$ cat src/design/pmc_pkg.sv
`default_nettype none

package pmc_pkg;

    // Field widths of one transaction on each channel.
    localparam int KIND_W     = 2;
    localparam int REG_NUM_W  = 4;
    localparam int REG_SUB_W  = 4;
    localparam int OPCODE_W   = 3;
    localparam int DATA_W     = 32;
    localparam int EVENT_W    = 8;
    localparam int CW_W       = 28;

    // Counters with storage, and the number of them that count events.
    localparam int EVENT_COUNTERS    = 2;
    localparam int COUNTER_SLOTS     = 2;
    localparam int COUNTING_COUNTERS =
        (EVENT_COUNTERS > COUNTER_SLOTS) ? COUNTER_SLOTS : EVENT_COUNTERS;

    // Control word bit positions.
    localparam int CW_E        = 0;
    localparam int CW_P        = 1;
    localparam int CW_C        = 2;
    localparam int CW_D        = 3;
    localparam int CW_INTEN_LO = 4;
    localparam int CW_FLAG_LO  = 8;
    localparam int CW_FLAG_CYC = 10;
    localparam int CW_SEL_LO   = 12;
    localparam int CW_FIELD3_W = 3;

    typedef enum logic [KIND_W-1:0] {
        KIND_TICK  = 2'd0,
        KIND_EVENT = 2'd1,
        KIND_READ  = 2'd2,
        KIND_WRITE = 2'd3
    } kind_t;

    // Register map.
    localparam logic [REG_NUM_W-1:0] REG_CONTROL = 4'd0;
    localparam logic [REG_NUM_W-1:0] REG_CYCLE   = 4'd1;
    localparam logic [REG_NUM_W-1:0] REG_EVENT0  = 4'd2;
    localparam logic [REG_NUM_W-1:0] REG_EVENT1  = 4'd3;
    localparam logic [REG_NUM_W-1:0] REG_CLKCFG  = 4'd6;
    localparam logic [REG_NUM_W-1:0] REG_PWRMODE = 4'd7;

    typedef struct packed {
        kind_t                kind;
        logic [REG_NUM_W-1:0] reg_number;
        logic [REG_SUB_W-1:0] reg_sub;
        logic [OPCODE_W-1:0]  opcode_one;
        logic [OPCODE_W-1:0]  opcode_two;
        logic                 alt_form;
        logic [DATA_W-1:0]    write_data;
        logic [EVENT_W-1:0]   event_number;
    } pmc_item_t;

    typedef struct packed {
        logic [DATA_W-1:0] read_data;
        logic              accepted;
        logic              pmu_irq;
    } pmc_result_t;

endpackage

`default_nettype wire

$ cat src/design/pmc_if.sv
`default_nettype none

interface pmc_item_if
    import pmc_pkg::*;
();
    logic                 valid;
    logic                 ready;
    logic [KIND_W-1:0]    kind;
    logic [REG_NUM_W-1:0] reg_number;
    logic [REG_SUB_W-1:0] reg_sub;
    logic [OPCODE_W-1:0]  opcode_one;
    logic [OPCODE_W-1:0]  opcode_two;
    logic                 alt_form;
    logic [DATA_W-1:0]    write_data;
    logic [EVENT_W-1:0]   event_number;

    modport source (
        output valid, kind, reg_number, reg_sub, opcode_one, opcode_two,
               alt_form, write_data, event_number,
        input  ready
    );

    modport sink (
        input  valid, kind, reg_number, reg_sub, opcode_one, opcode_two,
               alt_form, write_data, event_number,
        output ready
    );
endinterface

interface pmc_result_if
    import pmc_pkg::*;
();
    logic              valid;
    logic              ready;
    logic [DATA_W-1:0] read_data;
    logic              accepted;
    logic              pmu_irq;

    modport source (
        output valid, read_data, accepted, pmu_irq,
        input  ready
    );

    modport sink (
        input  valid, read_data, accepted, pmu_irq,
        output ready
    );
endinterface

`default_nettype wire

$ cat src/design/pmc_exec.sv
`default_nettype none

module pmc_exec
    import pmc_pkg::*;
#(
    parameter int DIVIDER_BITS = 6
) (
    input  wire logic        clk,
    input  wire logic        rst_n,
    input  wire logic        fire,
    input  wire pmc_item_t   item,
    output pmc_result_t      result
);

    logic [CW_W-1:0]         cw_reg,    cw_next;
    logic [DATA_W-1:0]       cyc_reg,   cyc_next;
    logic [DATA_W-1:0]       ev_reg  [COUNTER_SLOTS];
    logic [DATA_W-1:0]       ev_next [COUNTER_SLOTS];
    logic [DIVIDER_BITS-1:0] div_reg,   div_next;
    logic                    turbo_reg, turbo_next;

    logic                    enc_ok;
    logic                    is_read;

    assign enc_ok  = (item.reg_sub == '0) && (item.opcode_one == '0) &&
                     (item.opcode_two == '0) && !item.alt_form;
    assign is_read = (item.kind == KIND_READ);

    always_comb
    begin
        cw_next    = cw_reg;
        cyc_next   = cyc_reg;
        ev_next    = ev_reg;
        div_next   = div_reg;
        turbo_next = turbo_reg;
        result     = '0;

        unique case (item.kind)
            KIND_TICK:
            begin
                if (cw_reg[CW_E])
                begin
                    div_next = div_reg + 1'b1;
                    if (!cw_reg[CW_D] || (div_next == '0))
                    begin
                        cyc_next = cyc_reg + 1'b1;
                        if (cyc_next == '0)
                        begin
                            cw_next[CW_FLAG_CYC] = 1'b1;
                        end
                    end
                end
            end
            KIND_EVENT:
            begin
                for (int i = 0; i < COUNTING_COUNTERS; i++)
                begin
                    if (cw_reg[CW_E] &&
                        (cw_reg[CW_SEL_LO + EVENT_W*i +: EVENT_W] == item.event_number))
                    begin
                        ev_next[i] = ev_reg[i] + 1'b1;
                        if (ev_next[i] == '0)
                        begin
                            cw_next[CW_FLAG_LO + i] = 1'b1;
                        end
                    end
                end
            end
            KIND_READ, KIND_WRITE:
            begin
                if (enc_ok)
                begin
                    result.accepted = 1'b1;
                    unique case (item.reg_number)
                        REG_CONTROL:
                        begin
                            if (is_read)
                            begin
                                result.read_data = {{(DATA_W-CW_W){1'b0}}, cw_reg};
                            end
                            else
                            begin
                                if (item.write_data[CW_E] && !cw_reg[CW_E])
                                begin
                                    div_next = '0;
                                end
                                if (item.write_data[CW_P])
                                begin
                                    for (int i = 0; i < COUNTER_SLOTS; i++)
                                    begin
                                        ev_next[i] = '0;
                                    end
                                end
                                if (item.write_data[CW_C])
                                begin
                                    cyc_next = '0;
                                end
                                // Flags are write-one-to-clear; enable, divider, the
                                // interrupt enables and the selectors load from the data.
                                cw_next = '0;
                                cw_next[CW_E] = item.write_data[CW_E];
                                cw_next[CW_D] = item.write_data[CW_D];
                                cw_next[CW_INTEN_LO +: CW_FIELD3_W] =
                                    item.write_data[CW_INTEN_LO +: CW_FIELD3_W];
                                cw_next[CW_FLAG_LO +: CW_FIELD3_W] =
                                    cw_reg[CW_FLAG_LO +: CW_FIELD3_W] &
                                    ~item.write_data[CW_FLAG_LO +: CW_FIELD3_W];
                                cw_next[CW_W-1:CW_SEL_LO] =
                                    item.write_data[CW_W-1:CW_SEL_LO];
                            end
                        end
                        REG_CYCLE:
                        begin
                            if (is_read) result.read_data = cyc_reg;
                            else         cyc_next = item.write_data;
                        end
                        REG_EVENT0:
                        begin
                            if (is_read) result.read_data = ev_reg[0];
                            else         ev_next[0] = item.write_data;
                        end
                        REG_EVENT1:
                        begin
                            if (is_read) result.read_data = ev_reg[1];
                            else         ev_next[1] = item.write_data;
                        end
                        REG_CLKCFG:
                        begin
                            if (!is_read) turbo_next = item.write_data[0];
                        end
                        REG_PWRMODE:
                        begin
                            if (is_read)
                            begin
                                result.read_data = {{(DATA_W-1){1'b0}}, turbo_reg};
                            end
                        end
                        default:
                        begin
                            result.accepted = 1'b0;
                        end
                    endcase
                end
            end
            default:
            begin
                result.accepted = 1'b0;
            end
        endcase

        result.pmu_irq = |(cw_next[CW_INTEN_LO +: CW_FIELD3_W] &
                           cw_next[CW_FLAG_LO +: CW_FIELD3_W]);
    end

    always_ff @(posedge clk or negedge rst_n)
    begin
        if (!rst_n)
        begin
            cw_reg    <= '0;
            cyc_reg   <= '0;
            div_reg   <= '0;
            turbo_reg <= 1'b0;
            for (int i = 0; i < COUNTER_SLOTS; i++)
            begin
                ev_reg[i] <= '0;
            end
        end
        else if (fire)
        begin
            cw_reg    <= cw_next;
            cyc_reg   <= cyc_next;
            div_reg   <= div_next;
            turbo_reg <= turbo_next;
            ev_reg    <= ev_next;
        end
    end

endmodule

`default_nettype wire

$ cat src/design/pmc_out_buf.sv
`default_nettype none

module pmc_out_buf
    import pmc_pkg::*;
(
    input  wire logic        clk,
    input  wire logic        rst_n,
    input  wire logic        push,
    input  wire pmc_result_t push_data,
    output logic             room,
    pmc_result_if.source     result
);

    // Two-entry queue: the head drives the port, the second entry
    // catches a transaction while the head is stalled.
    logic [1:0]  count_reg, count_next;
    pmc_result_t head_reg, head_next;
    pmc_result_t tail_reg, tail_next;
    logic        pop;

    assign room             = (count_reg != 2'd2);
    assign pop              = result.valid && result.ready;
    assign result.valid     = (count_reg != 2'd0);
    assign result.read_data = head_reg.read_data;
    assign result.accepted  = head_reg.accepted;
    assign result.pmu_irq   = head_reg.pmu_irq;

    always_comb
    begin
        count_next = count_reg;
        head_next  = head_reg;
        tail_next  = tail_reg;
        priority if (push && pop)
        begin
            if (count_reg == 2'd1)
            begin
                head_next = push_data;
            end
            else
            begin
                head_next = tail_reg;
                tail_next = push_data;
            end
        end
        else if (push)
        begin
            if (count_reg == 2'd0) head_next = push_data;
            else                   tail_next = push_data;
            count_next = count_reg + 2'd1;
        end
        else if (pop)
        begin
            head_next  = tail_reg;
            count_next = count_reg - 2'd1;
        end
        else
        begin
            count_next = count_reg;
        end
    end

    always_ff @(posedge clk or negedge rst_n)
    begin
        if (!rst_n)
        begin
            count_reg <= 2'd0;
        end
        else
        begin
            count_reg <= count_next;
        end
    end

    always_ff @(posedge clk)
    begin
        head_reg <= head_next;
        tail_reg <= tail_next;
    end

endmodule

`default_nettype wire

$ cat src/design/performance_monitor_counters_core.sv
`default_nettype none

// Channel   Modport  Direction  Payload
// item      sink     in         kind, reg_number, reg_sub, opcode_one,
//                               opcode_two, alt_form, write_data, event_number
// result    source   out        read_data, accepted, pmu_irq
//
// One transaction is accepted per cycle while item.ready is high, and every
// accepted transaction yields exactly one result transaction, after passing
// through the input register and then the result queue.
// Reset (rst_n low, asynchronous) clears the control word, all counters, the
// divider and the turbo bit, and empties both stages.
// A stalled result side fills the two-entry result queue; the input register
// then holds its transaction and item.ready drops until an entry frees up.

module performance_monitor_counters_core
    import pmc_pkg::*;
#(
    parameter int DIVIDER_BITS = 6
) (
    input  wire logic    clk,
    input  wire logic    rst_n,
    pmc_item_if.sink     item,
    pmc_result_if.source result
);

    // Input register. It advances into the execute step whenever the result
    // queue has a free entry, so back-to-back transactions stream through.
    logic        in_valid_reg, in_valid_next;
    pmc_item_t   in_item_reg;
    logic        in_accept;
    logic        fire;
    logic        room;
    pmc_result_t exec_result;

    assign fire       = in_valid_reg && room;
    assign item.ready = !in_valid_reg || room;
    assign in_accept  = item.valid && item.ready;

    always_comb
    begin
        priority if (in_accept)
        begin
            in_valid_next = 1'b1;
        end
        else if (fire)
        begin
            in_valid_next = 1'b0;
        end
        else
        begin
            in_valid_next = in_valid_reg;
        end
    end

    always_ff @(posedge clk or negedge rst_n)
    begin
        if (!rst_n)
        begin
            in_valid_reg <= 1'b0;
        end
        else
        begin
            in_valid_reg <= in_valid_next;
        end
    end

    always_ff @(posedge clk)
    begin
        if (in_accept)
        begin
            in_item_reg.kind         <= kind_t'(item.kind);
            in_item_reg.reg_number   <= item.reg_number;
            in_item_reg.reg_sub      <= item.reg_sub;
            in_item_reg.opcode_one   <= item.opcode_one;
            in_item_reg.opcode_two   <= item.opcode_two;
            in_item_reg.alt_form     <= item.alt_form;
            in_item_reg.write_data   <= item.write_data;
            in_item_reg.event_number <= item.event_number;
        end
    end

    // Execute step: decodes the transaction, updates the counters and the
    // register file, and forms the result in the same cycle.
    pmc_exec #(
        .DIVIDER_BITS (DIVIDER_BITS)
    ) u_exec (
        .clk    (clk),
        .rst_n  (rst_n),
        .fire   (fire),
        .item   (in_item_reg),
        .result (exec_result)
    );

    // Result register with a skid entry.
    pmc_out_buf u_out_buf (
        .clk       (clk),
        .rst_n     (rst_n),
        .push      (fire),
        .push_data (exec_result),
        .room      (room),
        .result    (result)
    );

endmodule

`default_nettype wire

$ cat src/flat_wrapper.sv
// flat-port wrapper written by rule: the top's interface ports become plain ports
module performance_monitor_counters_core_flat import pmc_pkg::*;
#(
    parameter int DIVIDER_BITS = 6
)
  (clk, rst_n, item_valid, item_kind, item_reg_number, item_reg_sub, item_opcode_one, item_opcode_two, item_alt_form, item_write_data, item_event_number, item_ready, result_valid, result_read_data, result_accepted, result_pmu_irq, result_ready);
  pmc_item_if item_i ();
  pmc_result_if result_i ();
  input  wire logic clk;
  input  wire logic rst_n;
  input wire logic [$bits(item_i.valid)-1:0] item_valid;
  input wire logic [$bits(item_i.kind)-1:0] item_kind;
  input wire logic [$bits(item_i.reg_number)-1:0] item_reg_number;
  input wire logic [$bits(item_i.reg_sub)-1:0] item_reg_sub;
  input wire logic [$bits(item_i.opcode_one)-1:0] item_opcode_one;
  input wire logic [$bits(item_i.opcode_two)-1:0] item_opcode_two;
  input wire logic [$bits(item_i.alt_form)-1:0] item_alt_form;
  input wire logic [$bits(item_i.write_data)-1:0] item_write_data;
  input wire logic [$bits(item_i.event_number)-1:0] item_event_number;
  output wire logic [$bits(item_i.ready)-1:0] item_ready;
  output wire logic [$bits(result_i.valid)-1:0] result_valid;
  output wire logic [$bits(result_i.read_data)-1:0] result_read_data;
  output wire logic [$bits(result_i.accepted)-1:0] result_accepted;
  output wire logic [$bits(result_i.pmu_irq)-1:0] result_pmu_irq;
  input wire logic [$bits(result_i.ready)-1:0] result_ready;
  assign item_i.valid = item_valid;
  assign item_i.kind = item_kind;
  assign item_i.reg_number = item_reg_number;
  assign item_i.reg_sub = item_reg_sub;
  assign item_i.opcode_one = item_opcode_one;
  assign item_i.opcode_two = item_opcode_two;
  assign item_i.alt_form = item_alt_form;
  assign item_i.write_data = item_write_data;
  assign item_i.event_number = item_event_number;
  assign item_ready = item_i.ready;
  assign result_valid = result_i.valid;
  assign result_read_data = result_i.read_data;
  assign result_accepted = result_i.accepted;
  assign result_pmu_irq = result_i.pmu_irq;
  assign result_i.ready = result_ready;
  performance_monitor_counters_core #(.DIVIDER_BITS(DIVIDER_BITS)) u_core (.clk(clk), .rst_n(rst_n), .item(item_i), .result(result_i));
endmodule
$ cat config.mk
export PLATFORM = sky130hd
export DESIGN_NAME = performance_monitor_counters_core_flat
export DESIGN_NICKNAME = d
export VERILOG_FILES = /design/src/design/pmc_pkg.sv /design/src/design/pmc_if.sv /design/src/design/pmc_exec.sv /design/src/design/pmc_out_buf.sv /design/src/design/performance_monitor_counters_core.sv /design/src/flat_wrapper.sv
export SDC_FILE = /design/constraint.sdc
export NUM_CORES = 1
export LEC_CHECK = 0
export BUFFER_PORTS_ARGS = -buffer_cell sky130_fd_sc_hd__buf_2
export CORE_MARGIN = 4
export CORE_UTILIZATION = 45
export CTS_CLUSTER_SIZE = 24
export DETAILED_ROUTE_END_ITERATION = 12
export PLACE_DENSITY = 0.69
export SYNTH_ARGS = -nofsm -noshare
export SYNTH_HDL_FRONTEND = slang
export SYNTH_SLANG_ARGS = --single-unit
$ cat constraint.sdc
create_clock -name clk -period 6.65 [get_ports clk]
set_input_delay 0.665 -clock clk [delete_from_list [all_inputs] [get_ports clk]]
set_output_delay 0.665 -clock clk [all_outputs]
set_load 0.02 [all_outputs]
==> reports/qor.yml, run 1 <==
outcome:
  status: "completed"
clock_network:
  clock-sinks: 255
  cts_buffers: 30
  cts_resized: 0
  cts_hold_buf: 0
  cts_tree: "built"
  cts_buffer_depth: 3
  clkTransAtPathRegs_ns: 0.06
  cts_max_level: 1
  clock_latency_ns: 0.58
  cts-root-buf: "clkbuf_16"
  postCtsSetupBuffers: 0
final_layout:
  n_antenna_cell: 0
  synthToLayoutAreaGrowth_pct: 11.8
  layout-drive-gt1-share_pct: 17.6
  regArea_mm2: 0.00701
  final_cell_count_no_fill: 2026
  fin_nets: 1636
  fillers: 2967
  multi_input_area_mm2: 0.00738
  fin_area_mm2: 0.0167
  largest_register_ffs: 64
flow_run:
  max_cap_violations: 0
synth:
  synth_area_mm2: 0.0149
  synth_top_cells_by_count: "a21oi_1, dfrtp_1, edfxtp_1, nand2_1, nor2_1"
  yosys_warnings: 0
  synthTopCellsByArea: "edfxtp_1, dfrtp_1, mux2_2"
  synthFlopType: "dfrtp_1"
  syn_nets: 1611
  synth_top_area_share_pct: 25.2
  synthCells: 1535
  ys_ff_latch: 255
  synth_edf_count: 125
  synth-async-reset-ratio_pct: 51.0
  synth_cell_types: 69
  yosysTopAreaCell: "edfxtp_1"
  synth.most_common_cell: "a21oi_1"
  yosysSeqAreaShare_pct: 47.0
  syn_area_per_cell_um2: 9.72
placement:
  io_buffers: 96
  place_inst: 1970
  gp_congestion: 1.02
  dpl_worst_slack_ns: 3.12
  hpwl_um: 34400
  place_area_mm2: 0.0157
routing:
  post-route-drc-count: 0
  first_iter_violations: 1592
  finalWirelength_um: 48300
  antenna_left: 0
  drtPass1Iterations: 6
  vias_per_cell: 6.45
  routedWlPerCell_um: 23.8
  vias: 13100
floorplanning:
  io_pins: 97
  initial_utilization_pct: 45.7
  row_count: 66
  dieArea_mm2: 0.0361
  core_mm2: 0.0326
  die_w_um: 190
  die_height_um: 190
global_route:
  grt_overflow: 0
  grt_pass1_wl_um: 73500
  antenna_found_initial: 2
  grt_usage_pct: 26.1
  grt_pass1_vias: 12000
  grt_max_degree: 90
worst_setup_path:
  r2r_start: "u_core.u_exec.ev_reg[0]"
  r2r-end: "u_core.u_out_buf.tail_reg[0]"
  cp.required_ns: 7.06
  rr_worst_depth: 9
  cp-start-kind: "flop"
  worstSetupPathType: "flop to flop"
  r2r_slack_ns: 2.99
  crit_arrival_ns: 4.07
  crit_path_max_fanout: 11
  endpoint_kind: "flop"
sta:
  setup_viol: 0
  slew_headroom_pct: 20.7
  rsz0062_at_grt: "no"
  finalWorstSetupSlack_ns: 2.99
  maxSlewViolCount: 0
  tightest_slew_ns: 1.18
  tns_ns: 0
  clock_skew_ns: 0.0257
  period_needed_ns: 3.66
  max_freq_mhz: 273
  final_hold_viol_count: 0
  post-route-period-util_pct: 55.1
power_and_ir_drop:
  p_leak_nw: 6.17
  irDropWorstVdd_mv: 0.203
  power_density_mw_per_mm2: 370
  finalPower_mw: 6.17
worst_hold_path:
  hold_path_class: "input port to async pin"
## cells in the final DEF (no fill, tap or decap), types with 32 or more instances in the layout
cell,n
edfxtp_1,125
a21oi_1,135
o21ai_0,116
nand2_1,121
nor2_1,118
clkbuf_16,32
nor4_1,39
nand3_1,63
dfrtp_1,130
nand4_1,42
nor3_1,48
buf_2,95
mux2_2,66
## worst max path at each step
stage	cells past startpoint	start	to
floorplan	8	u_core.u_out_buf.count_reg[0]	u_core.u_out_buf.tail_reg[0]
global placement	9	u_core.u_exec.ev_reg[0]	u_core.u_out_buf.tail_reg[0]
detailed placement	8	u_core.u_exec.cyc_reg[3]	u_core.u_out_buf.result.pmu_irq
CTS	9	u_core.u_exec.ev_reg[0]	u_core.u_out_buf.tail_reg[0]
global route	9	u_core.u_exec.ev_reg[0]	u_core.u_out_buf.tail_reg[0]
finish	9	u_core.u_exec.ev_reg[0]	u_core.u_out_buf.tail_reg[0]
## layout make-up
type	instances	share of cell area, %
Multi-Input combinational cell	1128	44.2
Inverter	31	0.698
Clock buffer	45	5.39
Tap cell	442	3.32
Clock inverter	11	0.623
Sequential cell	255	42.0
Timing Repair Buffer	114	3.73
## kinds of logic (layout without fill, tap and decap cells)
logic type	count (synthesis)	in the layout	share of synthesized area, %
xor+xnor	45	45	2.64
fa+ha+maj	15	15	1.26
compound gates	416	416	17.3
buf+inv	152	201	3.93
mux	95	95	8.86
simple gates	557	557	19.1
flops	255	255	47.0
## power by group
part	leakage, nW	switching (mW)	internal [mW]
logic	2.72	1.02	0.685
registers	2.95	0.619	2.19
clock network	0.501	0.656	1.00
total	6.17	2.29	3.88
## metrics by stage
step                utilization [%]  hold slack, ns
floorplan                         -           0.369
global placement               48.1           0.489
detailed placement             48.1           0.495
CTS                            51.1           0.192
global route                   51.1           0.205
finish                         51.1           0.151
## worst max-delay path, cell delays in order (launching register included)
cell	delay (ns)
dfrtp_1	0.51
ha_1	0.42
nand3_1	0.26
nor4_2	0.86
nand3_1	0.29
xor2_1	0.29
nand3_1	0.12
nor4_1	0.35
a22oi_1	0.18
o21ai_0	0.23
## per-layer routing
| layer | vias up | part of all wire [%] | global-route usage, % |
|---|---|---|---|
| met1 | 6362 | 42 | 39.7 |
| met2 | 738 | 43 | 38.1 |
| li1 | 5864 | - | - |
| met4 | 0 | 3.8 | 9.04 |
| met5 | - | 0 | 0 |
| met3 | 110 | 11 | 4.09 |
Power figures use the tool's default switching activity.
==> inputs of run 2 (changes only) <==
--- a/config.mk
+++ b/config.mk
@@ -10,7 +10,7 @@
 export CORE_UTILIZATION = 45
 export CTS_CLUSTER_SIZE = 24
 export DETAILED_ROUTE_END_ITERATION = 12
-export PLACE_DENSITY = 0.69
+export PLACE_DENSITY = 0.72
 export SYNTH_ARGS = -nofsm -noshare
 export SYNTH_HDL_FRONTEND = slang
 export SYNTH_SLANG_ARGS = --single-unit
==> constraint.sdc (replaced) <==
create_clock -name clk -period 3.1 [get_ports clk]
set_input_delay 0.31 -clock clk [delete_from_list [all_inputs] [get_ports clk]]
set_output_delay 0.31 -clock clk [all_outputs]
set_load 0.02 [all_outputs]
==> run 2 against run 1 <==
First-iteration DRC count fell by 7.0%. Critical path depth rose by 1. Register-to-register slack got worse by 2.9 ns. Final cell count rose by 6.9%.
==> reports/qor.yml, run 2 (synthesis gave the netlist of run 1 again) <==
sta:
  post-route-period-util_pct: 96.0  # +41 points
  maxSlewViolCount: 0  # unchanged
  period_needed_ns: 2.98  # -0.689 ns
  max_freq_mhz: 336  # +23%
  rsz0062_at_grt: "yes"
  tightest_slew_ns: 0.925  # -0.253 ns
  setup_viol: 0  # unchanged
  clock_skew_ns: 0.0101  # -0.0156 ns
  final_hold_viol_count: 0  # unchanged
  tns_ns: 0  # unchanged
  slew_headroom_pct: 36.7  # +16 points
final_layout:
  final_cell_mix: "a21oi_1, dfrtp_1, edfxtp_1"
  fin_nets: 1775  # +8.5%
  synthToLayoutAreaGrowth_pct: 21.2
  n_antenna_cell: 0  # unchanged
  layout-drive-gt1-share_pct: 21.5  # +3.9 points
  layout_commonest_cell: "a21oi_1"
  largest_register_ffs: 64  # unchanged
  final_core_util_pct: 55.4  # +4.3 points
  fillers: 2867  # -3.4%
  fin_area_mm2: 0.0181  # +8.4%
floorplanning:
  core_mm2: 0.0326  # unchanged
  row_count: 66  # unchanged
  io_pins: 97  # unchanged
  die_height_um: 190  # unchanged
  die_w_um: 190  # unchanged
  initial_utilization_pct: 45.7  # unchanged
  dieArea_mm2: 0.0361  # unchanged
outcome:
  status: "completed"
global_route:
  antenna_found_initial: 0  # -2
  grt_overflow: 0  # unchanged
  grt_pass1_wl_um: 76500  # +4.0%
  grt_pass1_vias: 12900  # +7.8%
  grt_max_degree: 117  # +30%
  grt_usage_pct: 27.1  # +0.96 points
clock_network:
  cts-root-buf: "clkbuf_16"
  cts_tree: "built"
  clock_latency_ns: 0.57  # about the same
  cts_buffers: 30  # unchanged
  clkTransAtPathRegs_ns: 0.06  # about the same
  cts_buffer_depth: 3  # unchanged
  clock-sinks: 255  # unchanged
  cts_max_level: 1  # unchanged
worst_setup_path:
  crit_slowest_cell: "dfrtp_1"
  path_buf_inv: 2  # +2
  cp.required_ns: 3.40  # -3.66 ns
  crit_top_cell: "buf_4"
  cp_slowest_stage_delay_ns: 0.53  # -0.33 ns
  r2r_start: "u_core.u_exec.ev_reg[5]"
  crit_path_max_fanout: 10  # -1
  path_cells: "nand4_2 -> nor4_2 -> buf_4 -> a31oi_1 -> a311o_1 -> o2111ai_1 -> nor4_1 -> buf_4 -> a22oi_1 -> o221ai_2"
  critical_path.top_delay_family: "compound AO/OA/AOI/OAI gates"
  crit_arrival_ns: 3.27  # -0.80 ns
  r2r_slack_ns: 0.12  # -2.86 ns
  worstSetupPathType: "flop to flop"
  rr_worst_depth: 10  # +1
  cp-start-kind: "flop"
  r2r-end: "u_core.u_out_buf.result.pmu_irq"
  endpoint_kind: "flop"
power_and_ir_drop:
  p_leak_nw: 6.86  # +11%
  power_density_mw_per_mm2: 775  # +110%
  comb_power_share_pct: 31.4  # +3.8 points
  p_clk_share_pct: 27.7  # +0.8 points
  finalPower_mw: 14.0  # +130%
  p_switching_mw: 5.09  # +120%
  irDropWorstVdd_mv: 0.517  # +150%
  p_sw_share_pct: 36.3  # -0.90 points
  power_frac_seq_pct: 40.9  # -4.6 points
  internal_power_mw: 8.93  # +130%
routing:
  first_iter_violations: 1480  # -7.0%
  vias: 13600  # +4.1%
  routedWlPerCell_um: 23.1  # -3.1%
  antenna_left: 0  # unchanged
  vias_per_cell: 6.28  # -2.6%
  post-route-drc-count: 0  # unchanged
  drtPass1Iterations: 6  # unchanged
  finalWirelength_um: 50000  # +3.5%
placement:
  gp_congestion: 0.992  # -2.6%
  hpwl_um: 35500  # +3.4%
  io_buffers: 96  # unchanged
  place_area_mm2: 0.0163  # +4.2%
worst_hold_path:
  worstHoldStart: "result_ready"
  min_to: "u_core.u_out_buf.count_reg[0]"
  hold_path_class: "input port to flop"
  hold_depth: 4
flow_run:
  max_cap_violations: 0  # unchanged
-- run 2: cell count changes in the layout (fill, tap and decap cells not counted), sizes merged --
| cell | previous run | this run |
|---|---|---|
| buf | 114 | 194 |
| clkinvlp | 0 | 6 |
| bufinv | 2 | 7 |
| clkinv | 9 | 5 |
| inv | 31 | 32 |
| clkbuf | 45 | 37 |
| dlygate4sd3 | 0 | 59 |
-- run 2: stage by stage --
| stage | setup slack, ns | hold WS, ns | instances |
|---|---|---|---|
| after floorplan | 0.242 | 0.0144 | 1535 |
| after global placement | 0.183 | 0.449 | 2049 |
| after detailed placement | 0.107 | 0.469 | 2049 |
| after CTS | 0.0838 | 0.277 | 2164 |
| after global routing | 0.000207 | 0.371 | 2165 |
| final | 0.125 | 0.294 | 2165 |
-- run 2: repair_timing --
| action | in CTS | in global routing |
|---|---|---|
| endpoints found under the setup margin | 0 | 2 |
| hold buffers | 59 | 0 |
| endpoints found under the hold margin | 111 | 0 |
| setup buffers | 0 | 1 |
| resized for setup | 0 | 15 |
-- run 2: worst max-delay path by stage --
stage | from | end | depth (start not counted)
floorplan | u_core.u_out_buf.count_reg[0] | u_core.u_out_buf.result.read_data[23] | 10
global placement | u_core.u_exec.cyc_reg[14] | u_core.u_out_buf.result.pmu_irq | 9
detailed placement | u_core.u_exec.cyc_reg[1] | u_core.u_out_buf.result.pmu_irq | 9
CTS | u_core.u_exec.cyc_reg[1] | u_core.u_out_buf.result.pmu_irq | 9
global route | u_core.u_exec.ev_reg[51] | u_core.u_out_buf.result.pmu_irq | 9
finish | u_core.u_exec.ev_reg[5] | u_core.u_out_buf.result.pmu_irq | 10
-- run 2: layout make-up --
cell class              count  area (um2)  share of cell area, %
well taps                 442         553                   3.06
repair buffers            253        1880                   10.4
flip-flops and latches    255        7010                   38.8
clock buffers              37         808                   4.47
multi-input cells        1128        7420                   41.0
clock inverters            19         285                   1.58
inverters                  31         116                  0.644
-- run 2: power groups by stage --
stage	clock (mW)	sequential [mW]	combinational, mW
6_report	3.88	5.73	4.40
4_1_cts	3.95	5.67	4.35
2_1_floorplan	0	5.55	2.67
3_3_place_gp	0	5.68	4.20
5_1_grt	4.07	5.82	4.79
3_5_place_dp	0	5.73	4.26
-- run 2: worst reg2reg max path, stage by stage, from the launching register on --
cell       delay [ns]
dfrtp_1          0.53
nand4_2          0.34
nor4_2           0.38
buf_4            0.22
a31oi_1          0.10
a311o_1          0.32
o2111ai_1        0.15
nor4_1           0.11
buf_4            0.16
a22oi_1          0.24
o221ai_2         0.15
-- run 2: metal layers --
metal  global-route usage (%)  wire (um)  share of wire [%]  vias to the layer above
met5                        0          0                  0                        -
li1                         -          -                  -                     6131
met3                     4.92       5260                 11                       99
met2                     41.7      22500                 45                      742
met4                     8.76       1660                3.3                        0
met1                     39.1      20500                 41                     6633
==> inputs of run 3 (changes only) <==
--- a/config.mk
+++ b/config.mk
@@ -5,12 +5,12 @@
 export SDC_FILE = /design/constraint.sdc
 export NUM_CORES = 1
 export LEC_CHECK = 0
-export BUFFER_PORTS_ARGS = -buffer_cell sky130_fd_sc_hd__buf_2
 export CORE_MARGIN = 4
 export CORE_UTILIZATION = 45
 export CTS_CLUSTER_SIZE = 24
 export DETAILED_ROUTE_END_ITERATION = 12
-export PLACE_DENSITY = 0.72
+export DONT_BUFFER_PORTS = 1
+export PLACE_DENSITY = 0.69
 export SYNTH_ARGS = -nofsm -noshare
 export SYNTH_HDL_FRONTEND = slang
 export SYNTH_SLANG_ARGS = --single-unit
==> run 3 against run 2 <==
The run now ends with negative hold slack left. Die area is the same. Design area down 3.0%. Sequential share of layout area increased by 1.2 points. Non-clock buffer count is 93 lower. Sequential power increased by 5.1%. Critical path type unchanged. Setup slack better by 0.047 ns. Fmax rose by 1.6%. Wire length fell by 1.5%. Critical path depth is 1 lower. Clock skew grew 0.0029 ns.
==> reports/qor.yml, run 3 (synthesis gave the netlist of run 1 again) <==
outcome:
  status: "complete, but fails checks"
  violations: "negative hold slack"
final_layout:
  layout-drive-gt1-share_pct: 17.0  # -4.5 points
  largest_register_ffs: 64  # unchanged
  layout_commonest_cell: "a21oi_1"
  final_cell_mix: "a21oi_1, dfrtp_1, edfxtp_1"
  fin_nets: 1681  # -5.3%
  fillers: 2858  # -0.31%
  synthToLayoutAreaGrowth_pct: 17.5
  final_core_util_pct: 53.7  # -1.7 points
worst_setup_path:
  worstSetupPathType: "flop to flop"
  cp.required_ns: 3.50  # +0.10 ns
  endpoint_kind: "flop"
  crit_slowest_cell: "dfrtp_1"
  crit_top_cell: "and4_1"
  critical_path.top_delay_family: "simple AND/OR/NAND/NOR gates"
  crit_path_max_fanout: 8  # -2
  cp-start-kind: "flop"
  path_cells: "and4_1 -> and4_1 -> nand4_1 -> a22o_1 -> nor4_1 -> buf_4 -> a31oi_1 -> o32a_1 -> o221ai_2"
  path_buf_inv: 1  # -1
  crit_arrival_ns: 3.33  # +0.06 ns
  cp_slowest_stage_delay_ns: 0.52  # about the same
global_route:
  grt_pass1_wl_um: 74600  # -2.5%
  grt_overflow: 0  # unchanged
  grt_usage_pct: 26.5  # -0.59 points
  antenna_found_initial: 2  # +2
  grt_max_degree: 131  # +12%
  grt_pass1_vias: 12400  # -4.1%
sta:
  finalWorstSetupSlack_ns: 0.172  # +0.0475 ns
  slew_headroom_pct: 10.8  # -26 points
  tns_ns: 0  # unchanged
  tightest_slew_ns: 1.30  # +0.379 ns
  holdWs_ns: -0.545  # -0.839 ns
  post-route-period-util_pct: 94.4  # -1.5 points
  maxSlewViolCount: 0  # unchanged
  clock_skew_ns: 0.0130  # +0.00291 ns
  rsz0062_at_grt: "no"
  final_hold_viol_count: 130  # +130
  setup_viol: 0  # unchanged
  max_freq_mhz: 342  # +1.6%
  period_needed_ns: 2.93  # -0.0475 ns
floorplanning:
  dieArea_mm2: 0.0361  # unchanged
  row_count: 66  # unchanged
  initial_utilization_pct: 45.7  # unchanged
  core_mm2: 0.0326  # unchanged
  die_w_um: 190  # unchanged
  die_height_um: 190  # unchanged
  io_pins: 97  # unchanged
routing:
  vias: 13200  # -3.1%
  post-route-drc-count: 0  # unchanged
  drtPass1Iterations: 5  # -1
  routedWlPerCell_um: 23.8  # +2.9%
  antenna_left: 0  # unchanged
  vias_per_cell: 6.36  # +1.3%
  first_iter_violations: 1321  # -11%
  finalWirelength_um: 49200  # -1.5%
clock_network:
  cts_max_level: 1  # unchanged
  cts-root-buf: "clkbuf_16"
  cts_buffers: 29  # -3.3%
  cts_buffer_depth: 3  # unchanged
  postCtsSetupBuffers: 0  # unchanged
  clock-sinks: 255  # unchanged
  clock_latency_ns: 0.56  # about the same
  cts_tree: "built"
  cts_hold_buf: 58  # -1.7%
  clkTransAtPathRegs_ns: 0.06  # about the same
placement:
  hpwl_um: 35100  # -1.2%
  gp_congestion: 0.980  # -1.2%
  io_buffers: 0  # -100%
  dpl_worst_slack_ns: 0.121  # +0.0142 ns
power_and_ir_drop:
  power_density_mw_per_mm2: 771  # -0.55%
  irDropWorstVdd_mv: 0.489  # -5.5%
  p_leak_nw: 6.48  # -5.5%
  finalPower_mw: 13.5  # -3.6%
worst_hold_path:
  hold_path_class: "input port to async pin"
flow_run:
  max_cap_violations: 0  # unchanged
run 3: cell count changes in the layout (fill, tap and decap cells not counted), moves of 3 or more:
cell,before,now
clkinv_2,2,5
clkinv_4,0,4
buf_4,93,96
clkinvlp_4,6,3
buf_2,95,0
run 3: worst paths after layout:
path | startpoint | to | slack, ns | depth (start not counted)
worst min-delay path | rst_n | u_core.u_exec.ev_reg[4] | -0.54 | 0
worst max register to register | u_core.u_exec.ev_reg[40] | u_core.u_out_buf.result.pmu_irq | 0.17 | 9
max in group asynchronous | rst_n | u_core.u_exec.ev_reg[61] | 3.38 | 0
worst max-delay path | u_core.u_exec.ev_reg[40] | u_core.u_out_buf.result.pmu_irq | 0.17 | 9
min in group clk | result_ready | u_core.u_out_buf.count_reg[0] | 0.22 | 3
worst min register to register | u_core.u_out_buf.count_reg[0] | u_core.u_out_buf.count_reg[0] | 0.51 | 1
run 3: report_power, final:
group	internal [mW]	switching (mW)	leakage [nW]	total, mW
combinational	1.65	2.22	3.05	3.87
sequential	4.72	1.30	2.95	6.02
clock	2.17	1.46	0.484	3.62
run 3: per-stage QoR:
stage / instances / cell area, um2
floorplan: 1535 / 14900
global placement: 1958 / 15900
detailed placement: 1958 / 15900
CTS: 2070 / 17500
global route: 2070 / 17500
finish: 2072 / 17500
run 3: layer usage:
layer | vias to the layer above | track usage (%) | share of wire (%)
li1 | 5945 | - | -
met1 | 6391 | 38.4 | 43
met2 | 729 | 40.0 | 44
met3 | 116 | 5.56 | 9.9
met4 | 4 | 8.43 | 3.4
met5 | - | 0 | 0.055
run 3: cell type report:
cell class              instances  area [um2]  area share (%)
diodes                          2        5.00          0.0286
clock buffers                  35         758            4.33
clock inverters                19         245            1.40
inverters                      31         116           0.664
multi-input cells            1128        7420            42.4
flip-flops and latches        255        7010            40.0
well taps                     442         553            3.16
repair buffers                160        1410            8.06
run 3: repair_timing:
action,in CTS,in global routing
setup endpoints to repair,0,3
hold endpoints to repair,188,130
resized for setup,0,13
